`src/sv/csb_pkg.sv`:
```
// ----------------------------------------------------------------------------
// csb_pkg
// Shared types and constants of the cosine similarity batch unit.
// ----------------------------------------------------------------------------
package csb_pkg;

    localparam int ACC_W = 48;
    localparam int MAG_W = 24;
    localparam int SIM_W = 16;
    localparam int CNT_W = 16;

    typedef enum logic [1:0] {
        OUT_VALID    = 2'd0,
        OUT_ZERO_MAG = 2'd1,
        OUT_MISMATCH = 2'd2
    } t_outcome;

    // One finished candidate, handed from the front end to the back end.
    typedef struct packed {
        logic [ACC_W-1:0] dot;
        logic [ACC_W-1:0] q_sum;
        logic [ACC_W-1:0] c_sum;
        logic [MAG_W-1:0] given;
        logic             use_given;
        logic             mismatch;
        logic [CNT_W-1:0] number;
    } t_job;

    // One result item.
    typedef struct packed {
        logic [SIM_W-1:0] sim;
        t_outcome         outcome;
        logic [CNT_W-1:0] number;
    } t_result;

endpackage

```
`src/sv/csb_back.sv`:
```
// ----------------------------------------------------------------------------
// csb_back
// Square roots and division for one job at a time, bit serial, with an
// output register toward the result channel.
// ----------------------------------------------------------------------------
module csb_back (
    input  logic              i_clk,
    input  logic              i_rst_n,
    input  logic              i_job_valid,
    output logic              o_job_ready,
    input  csb_pkg::t_job     i_job,
    output logic              o_res_valid,
    input  logic              i_res_ready,
    output csb_pkg::t_result  o_res
);
    import csb_pkg::*;

    typedef enum logic [2:0] {
        S_IDLE, S_SQRTQ, S_SQRTC, S_MUL, S_DIV, S_OUT
    } t_state;

    localparam int DEN_W = 2 * MAG_W;
    localparam int NUM_W = ACC_W + 15;

    t_state           r_state;
    t_job             r_job;
    logic [ACC_W-1:0] r_rem, r_root;
    logic [5:0]       r_step;
    logic [MAG_W-1:0] r_magq, r_magc;
    logic [DEN_W-1:0] r_den;
    logic [NUM_W-1:0] r_num;
    logic [DEN_W:0]   r_drem;
    logic             r_neg;
    t_result          r_res;
    logic             r_out_valid;
    t_result          r_out;

    logic [ACC_W-1:0] w_bit, w_trial;
    logic [DEN_W:0]   w_dsh;

    assign w_bit   = ACC_W'(1) << {r_step[4:0], 1'b0};
    assign w_trial = r_root + w_bit;
    assign w_dsh   = {r_drem[DEN_W-1:0], r_num[NUM_W-1]};

    assign o_job_ready = (r_state == S_IDLE);

    // Sequencer: two isqrt passes, one multiply, a restoring divide (skipped on mismatch or zero magnitude).
    always_ff @(posedge i_clk) begin
        if (!i_rst_n) begin
            r_state <= S_IDLE;
            r_out_valid <= 1'b0;
        end else begin
            if (r_out_valid && i_res_ready) begin
                r_out_valid <= 1'b0;
            end
            case (r_state)
                S_IDLE: begin
                    if (i_job_valid) begin
                        r_job <= i_job; r_rem <= i_job.q_sum; r_root <= '0;
                        r_step <= 6'd23; r_state <= S_SQRTQ;
                    end
                end
                S_SQRTQ, S_SQRTC: begin
                    logic [ACC_W-1:0] v_root;
                    if (r_rem >= w_trial) begin
                        r_rem  <= r_rem - w_trial;
                        v_root = (r_root >> 1) + w_bit;
                    end else begin
                        v_root = r_root >> 1;
                    end
                    r_root <= v_root;
                    r_step <= r_step - 1'b1;
                    if (r_step == 6'd0) begin
                        if (r_state == S_SQRTQ) begin
                            r_magq <= v_root[MAG_W-1:0];
                            r_rem <= r_job.c_sum; r_root <= '0; r_step <= 6'd23;
                            r_state <= S_SQRTC;
                        end else begin
                            r_magc <= v_root[MAG_W-1:0];
                            r_state <= S_MUL;
                        end
                    end
                end
                S_MUL: begin
                    logic [MAG_W-1:0] v_magc;
                    v_magc = r_job.use_given ? r_job.given : r_magc;
                    r_magc <= v_magc;
                    r_den  <= DEN_W'(r_magq) * DEN_W'(v_magc);
                    r_neg  <= r_job.dot[ACC_W-1];
                    r_num  <= {(r_job.dot[ACC_W-1] ? -r_job.dot : r_job.dot), 15'd0};
                    r_drem <= '0;
                    r_step <= 6'(NUM_W - 1);
                    if (r_job.mismatch || r_magq == '0 || v_magc == '0) begin
                        r_res.sim     <= '0;
                        r_res.outcome <= r_job.mismatch ? OUT_MISMATCH : OUT_ZERO_MAG;
                        r_res.number  <= r_job.number;
                        r_state <= S_OUT;
                    end else begin
                        r_state <= S_DIV;
                    end
                end
                S_DIV: begin
                    logic [NUM_W-1:0] v_num;
                    logic             v_q;
                    v_q = (w_dsh >= {1'b0, r_den});
                    r_drem <= v_q ? w_dsh - {1'b0, r_den} : w_dsh;
                    v_num = {r_num[NUM_W-2:0], v_q};
                    r_num <= v_num;
                    r_step <= r_step - 1'b1;
                    if (r_step == 6'd0) begin
                        if (r_neg) begin
                            r_res.sim <= (v_num > NUM_W'(32768)) ? 16'h8000
                                       : 16'(17'h10000 - 17'(v_num));
                        end else begin
                            r_res.sim <= (v_num > NUM_W'(32767)) ? 16'h7FFF : 16'(v_num);
                        end
                        r_res.outcome <= OUT_VALID;
                        r_res.number  <= r_job.number;
                        r_state <= S_OUT;
                    end
                end
                S_OUT: begin
                    // Load the output register once the previous result has left.
                    if (!r_out_valid || i_res_ready) begin
                        r_out       <= r_res;
                        r_out_valid <= 1'b1;
                        r_state <= S_IDLE;
                    end
                end
                default: r_state <= S_IDLE;
            endcase
        end
    end

    assign o_res_valid = r_out_valid;
    assign o_res       = r_out;
endmodule
```
`config.mk`:
```
export PLATFORM = sky130hd
export DESIGN_NAME = csb_back
export DESIGN_NICKNAME = d
export VERILOG_FILES = /design/src/sv/csb_pkg.sv /design/src/sv/csb_back.sv
export SDC_FILE = /design/constraint.sdc
export NUM_CORES = 2
export LEC_CHECK = 0
export ABC_CLOCK_PERIOD_IN_PS = 11000
export BUFFER_PORTS_ARGS = -buffer_cell sky130_fd_sc_hd__buf_2
export CAP_MARGIN = 20
export CORE_ASPECT_RATIO = 2
export CORE_UTILIZATION = 50
export DETAILED_ROUTE_END_ITERATION = 10
export GPL_ROUTABILITY_DRIVEN = 0
export HOLD_SLACK_MARGIN = 0.03
export PLACE_DENSITY = 0.67
export SLEW_MARGIN = 10
export SYNTH_ARGS = -nofsm -noshare
export SYNTH_HDL_FRONTEND = slang
export SYNTH_SLANG_ARGS = --single-unit
```
`constraint.sdc`:
```
create_clock -name i_clk -period 11 [get_ports i_clk]
set_clock_uncertainty 0.15 [all_clocks]
set_input_delay 2.2 -clock i_clk [delete_from_list [all_inputs] [get_ports i_clk]]
set_output_delay 2.2 -clock i_clk [all_outputs]
set_load 0.01 [all_outputs]
```
## Yosys cells after proc, flatten, opt, wreduce, memory -nomap -nowiden

Index checks and enable logic that the tools add are counted.
Widths: inputs -> output; s select.

- Register bits: 520
- Latch bits: 0
- Bits in writable memories: 0
- ROM bits: 0
- Memories kept: 0

- Add/subtract/negate cells: 7
- Multipliers: 1
- Divide/modulo/power cells: 0
- Magnitude comparators: 4
- Equal/unequal tests: 11
- Shift-type cells: 1
- Multiplexer cells: 39
- Bitwise operators: 0
- Reductions and logical operators: 24

Operators by type and width:

| cell | count |
|---|---|
| $mux 48 | 10 |
| $pmux 48 s2 | 3 |
| $pmux 63 s2 | 1 |
| $sub 48x48->48 | 2 |
| $mux 24 | 3 |
| $mux 34 | 2 |
| $pmux 34 s2 | 1 |
| $gt 63x15->1 const B | 1 |
| $gt 63x16->1 const B | 1 |
| $ge 49x48->1 | 1 |
| $add 47x48->48 | 1 |
| $add 48x48->48 | 1 |
| $ge 48x48->1 | 1 |
| $logic_not 24->1 | 2 |
| $mul 24x24->48 | 1 |
| $mux 16 | 3 |
| $neg 48->48 | 1 |
| $pmux 24 s2 | 1 |
| $shl 1x6->48 const A | 1 |
| $pmux 6 s4 | 1 |
| $mux 6 | 3 |
| $reduce_and 4->1 | 4 |
| $sub 1x16->16 const A | 1 |
| $pmux 3 s5 | 1 |
| other kinds (18) | 40 |

## Depth between registers and ports, before layout

- Word-level depth: 7
- Depth in mapped cells: 31

## Worst setup path after synthesis

OpenSTA, ideal clock, no wires.

- Path type: in2reg
- From: input i_rst_n
- To: register r_res[0] in the netlist's numbering (enable)
- Library setup time: 394 ps
- Arrival: 9064 ps
- Required time: 10456 ps
- Setup slack: 1392 ps
- Stages on the path: 3
- Path buffers: 0
- Path through: inv_1 -> a21oi_1 -> and3b_1

- Word-level cells in the longest chain between the ends: 1

Ends and longest elaborated chain:

| what | line | RTL |
|---|---|---|
| start, declared | csb_back.sv:8 | `input logic i_rst_n,` |
| $reduce_and 4->1 (no line) | -- |  |
| end, declared | csb_back.sv:34 | `t_result r_res;` |

Every way passes these cells.
A chain may end at the register's enable or synchronous reset.

## Worst setup path after layout

- From: register r_step[1]
- To: register r_rem[3] (data pin)

- Word-level cells in the longest chain between the ends: 7
- Elaborated cells between the ends (all ways): 9
- Classes of those cells: add/sub (2); order compare (1); shift (1); mux (4); reduce/logical (1)

Ends and longest elaborated chain:

| what | line | RTL |
|---|---|---|
| start, declared | csb_back.sv:28 | `logic [5:0] r_step;` |
| start signal, assigned | csb_back.sv:72 | `r_step <= r_step - 1'b1;` |
| start signal, assigned | csb_back.sv:92 | `r_step <= 6'(NUM_W - 1);` |
| start signal, assigned | csb_back.sv:109 | `r_step <= r_step - 1'b1;` |
| $shl 1x6->48 | csb_back.sv:41 | `assign w_bit = ACC_W'(1) << {r_step[4:0], 1'b0};` |
| $add 48x48->48 | csb_back.sv:42 | `assign w_trial = r_root + w_bit;` |
| $sub 48x48->48 / $ge 48x48->1 (equally long branches) | csb_back.sv:66, csb_back.sv:65 |  |
| $mux 48 | csb_back.sv:65 | `if (r_rem >= w_trial) begin` |
| $mux 48 | csb_back.sv:74 | `if (r_state == S_SQRTQ) begin` |
| $mux 48 (*) | csb_back.sv:73 | `if (r_step == 6'd0) begin` |
| $pmux 48 s2 (*) | csb_back.sv:56 | `case (r_state)` |
| end signal, assigned | csb_back.sv:66 | `r_rem <= r_rem - w_trial;` |
| end, declared | csb_back.sv:27 | `logic [ACC_W-1:0] r_rem, r_root;` |

Mark *: on every way between the ends. The rest lies on a longest branch, timed or not.

==> flow_summary.json <==
{
  "ys_seq_area_frac": 0.3171,
  "grt_usage": 0.2829,
  "first_global_vias": 40570,
  "syn_avg_cell_area_um2": 9.729,
  "swShare": 0.4323,
  "ys_ff_latch": 520,
  "cp-end-kind": "register",
  "hp-class": "reg -> reg",
  "crit_slowest_cell": "o41ai_1",
  "setup_viol": 0,
  "async_flop_share": 0,
  "total_power_mw": 10.54,
  "clk_pin_slew_worst_paths_ps": 70,
  "tns_ps": 0,
  "fill_cells": 8636,
  "synth_flop_cell": "edfxtp_1",
  "clkLatencyLatePin_ps": 680,
  "core.rowCount": 162,
  "drt_iter0_markers": 2074,
  "worstSetupPathType": "reg -> reg",
  "numCtsBuffers": 50,
  "worst_setup_path_start_kind": "register",
  "num_io_pins": 226,
  "grt_start_max_net_pins": 101,
  "status": "complete, no violations",
  "use_met1": 0.2647,
  "fin_util": 0.5456,
  "hold_viol_final": 0,
  "grt-ovfl-total": 0,
  "vdd_drop_max_v": 0.0001666,
  "intPower_mw": 5.983,
  "p_leak_nw": 22.75,
  "synth_fp_nets": 6051,
  "max_stage_delay_ps": 890,
  "wl_per_cell_um": 21.61,
  "top_usage_layer": "met2",
  "routed_wl_um": 138800,
  "cp_max_fo": 51,
  "grtUsageMet3": 0.03174,
  "antenna_found_initial": 9,
  "cap_violations": 0,
  "ys_warn_count": 0,
  "clock-root-buffer": "clkbuf_16",
  "cts_tree": "built",
  "clockBufferDepth": 3,
  "clkSinkCount": 520,
  "required_ps": 11250,
  "postPlaceCellArea_um2": 51440,
  "start_util": 0.5049,
  "cts_setup_buffers": 0,
  "final_common_cell": "inv_1",
  "dp.cells": 6328,
  "cellPowerDensity_nw_per_um2": 198.5,
  "drt_pass1_iterations": 6,
  "ctsHoldBuffers": 0,
  "clock_power_share": 0.168,
  "final_area_um2": 53080,
  "post_cts_resized": 0,
  "fin_cells": 6421,
  "grt_pass1_wl_um": 217400,
  "seq_power_share": 0.248,
  "slew_headroom": 0.2272,
  "drive_above_1_share": 0.08365,
  "worst_slew_pin_slew_ps": 1152,
  "core_um2": 97290,
  "area_delta_synth_final_pct": 8.054,
  "dieArea_um2": 99580,
  "dp_hpwl_um": 108200,
  "syn_area_um2": 49120,
  "rsz0062_at_grt": "false",
  "fin_nets": 6152,
  "die_y_um": 445.3,
  "grtUsageMet2": 0.5548,
  "portBuffers": 225,
  "synth_edf_count": 516,
  "final_cell_mix": "inv_1, nand2_1, edfxtp_1, fa_1, ha_1",
  "synth_cells": 5049,
  "ys_types": 81,
  "vias_per_cell": 5.862,
  "timing.final.crit_period_ps": 8885,
  "slew_viol_final": 0,
  "power_switching_mw": 4.555,
  "max_freq_mhz": 112.5,
  "ant_nets": 0,
  "fp.dieW_um": 223.6,
  "combinationalPowerShare": 0.584,
  "min_period_over_period": 0.8077,
  "vias": 37640,
  "drc": 0,
  "crit_arrival_ps": 9140,
  "h-tree-depth": 2
}
[worst paths after layout]
check | start | to | slack, ps | cells past startpoint
worst max-delay path | r_step[1] | r_rem[3] | 2110 | 25
worst min-delay path | r_res[24] | o_res[24] | 270 | 0
worst max register to register | r_step[1] | r_rem[3] | 2110 | 25
worst min register to register | r_res[24] | o_res[24] | 270 | 0
[critical path: cells and delay by family (launching register included)]
| family | cells | cell delay [ps] |
|---|---|---|
| AOI/OAI and AO/OA | 13 | 4640 |
| and+or+nand+nor | 4 | 1230 |
| adders and majority gates | 3 | 970 |
| buffers and inverters | 3 | 680 |
| DFF | 1 | 450 |
| muxes | 1 | 260 |
| xor gates and xnor gates | 1 | 140 |
[metal layers]
metal  share of wire  vias up
met1            0.32    18470
met3           0.042      572
met4           0.083        6
met2            0.55     1377
li1                -    17210
met5         0.00025        -
[metrics by stage]
stage,hold WS [ps],worst slack [ps]
after floorplan,250.3,1392
after global placement,250.8,2405
after detailed placement,254.5,2241
after CTS,270.7,2281
after global routing,274.7,1770
final,269.1,2115
[final cells by class]
class / instances / area (µm²) / share of cell area
antenna: 3 / 7.507 / 0.0001414
clock buffer: 53 / 1262 / 0.02378
clock inverter: 37 / 365.4 / 0.006883
inverter: 657 / 2466 / 0.04646
multi-input combinational: 3641 / 30300 / 0.5708
sequential: 520 / 15570 / 0.2934
tap: 1230 / 1539 / 0.02899
timing repair buffer: 280 / 1564 / 0.02947
[sequential cells by signal, indices dropped and copies added (netlist names)]
signal       cells
r_job          138
o_res_valid      1
r_step           6
r_num           63
r_root          48
r_magq          24
r_magc          24
o_res           34
r_rem           48
r_state          3
r_neg            1
r_den           48
r_drem          48
r_res           34
[power groups by stage]
stage	logic, mW	registers (mW)	clock network [mW]
detailed placement	6.10	2.65	0
CTS	6.14	2.61	1.80
finish	6.15	2.62	1.77
global route	6.83	2.62	1.85
global placement	6.02	2.65	0
floorplan	4.56	2.64	0
[synth_stat cells, types with 9 or more instances]
cell / n / area, µm²
or3_1: 21 / 131.4
nor2b_1: 84 / 525.5
xnor2_1: 121 / 1060
a21o_1: 79 / 593.1
o21a_1: 32 / 240.2
a211oi_1: 26 / 195.2
a31oi_1: 57 / 356.6
a22oi_1: 11 / 82.58
mux2_2: 24 / 270.3
or2_2: 11 / 68.82
inv_1: 656 / 2462
a221o_1: 9 / 90.09
nand4_1: 56 / 350.3
nor3b_1: 10 / 75.07
nand2_1: 579 / 2173
nand3b_1: 10 / 75.07
nand3_1: 58 / 290.3
nor2_1: 286 / 1074
xor2_1: 140 / 1226
a21oi_1: 244 / 1221
ha_1: 328 / 4104
and2_1: 278 / 1739
mux2i_1: 41 / 410.4
clkbuf_1: 222 / 833.3
o211ai_1: 24 / 180.2
nor3_1: 50 / 250.2
o31ai_1: 36 / 270.3
edfxtp_1: 516 / 15490
nand2b_1: 29 / 181.4
and3_1: 24 / 150.1
o21bai_1: 33 / 247.7
nor4_1: 36 / 225.2
or4_1: 10 / 75.07
a211o_1: 9 / 78.83
fa_1: 484 / 9689
o21ai_0: 275 / 1376
o41ai_1: 9 / 78.83
[logic make-up (layout without fill, tap and decap cells)]
group / after synthesis / count (layout) / synth area share
adders and majority gates: 812 / 812 / 0.2808
AOI/OAI and AO/OA: 935 / 935 / 0.1184
muxes: 65 / 65 / 0.01386
and+or+nand+nor: 1568 / 1568 / 0.1554
buffers and inverters: 888 / 1027 / 0.06788
DFF: 520 / 520 / 0.3171
xor gates and xnor gates: 261 / 261 / 0.04654
other: 0 / 3 / 0
(Power assumes the default switching activity.)
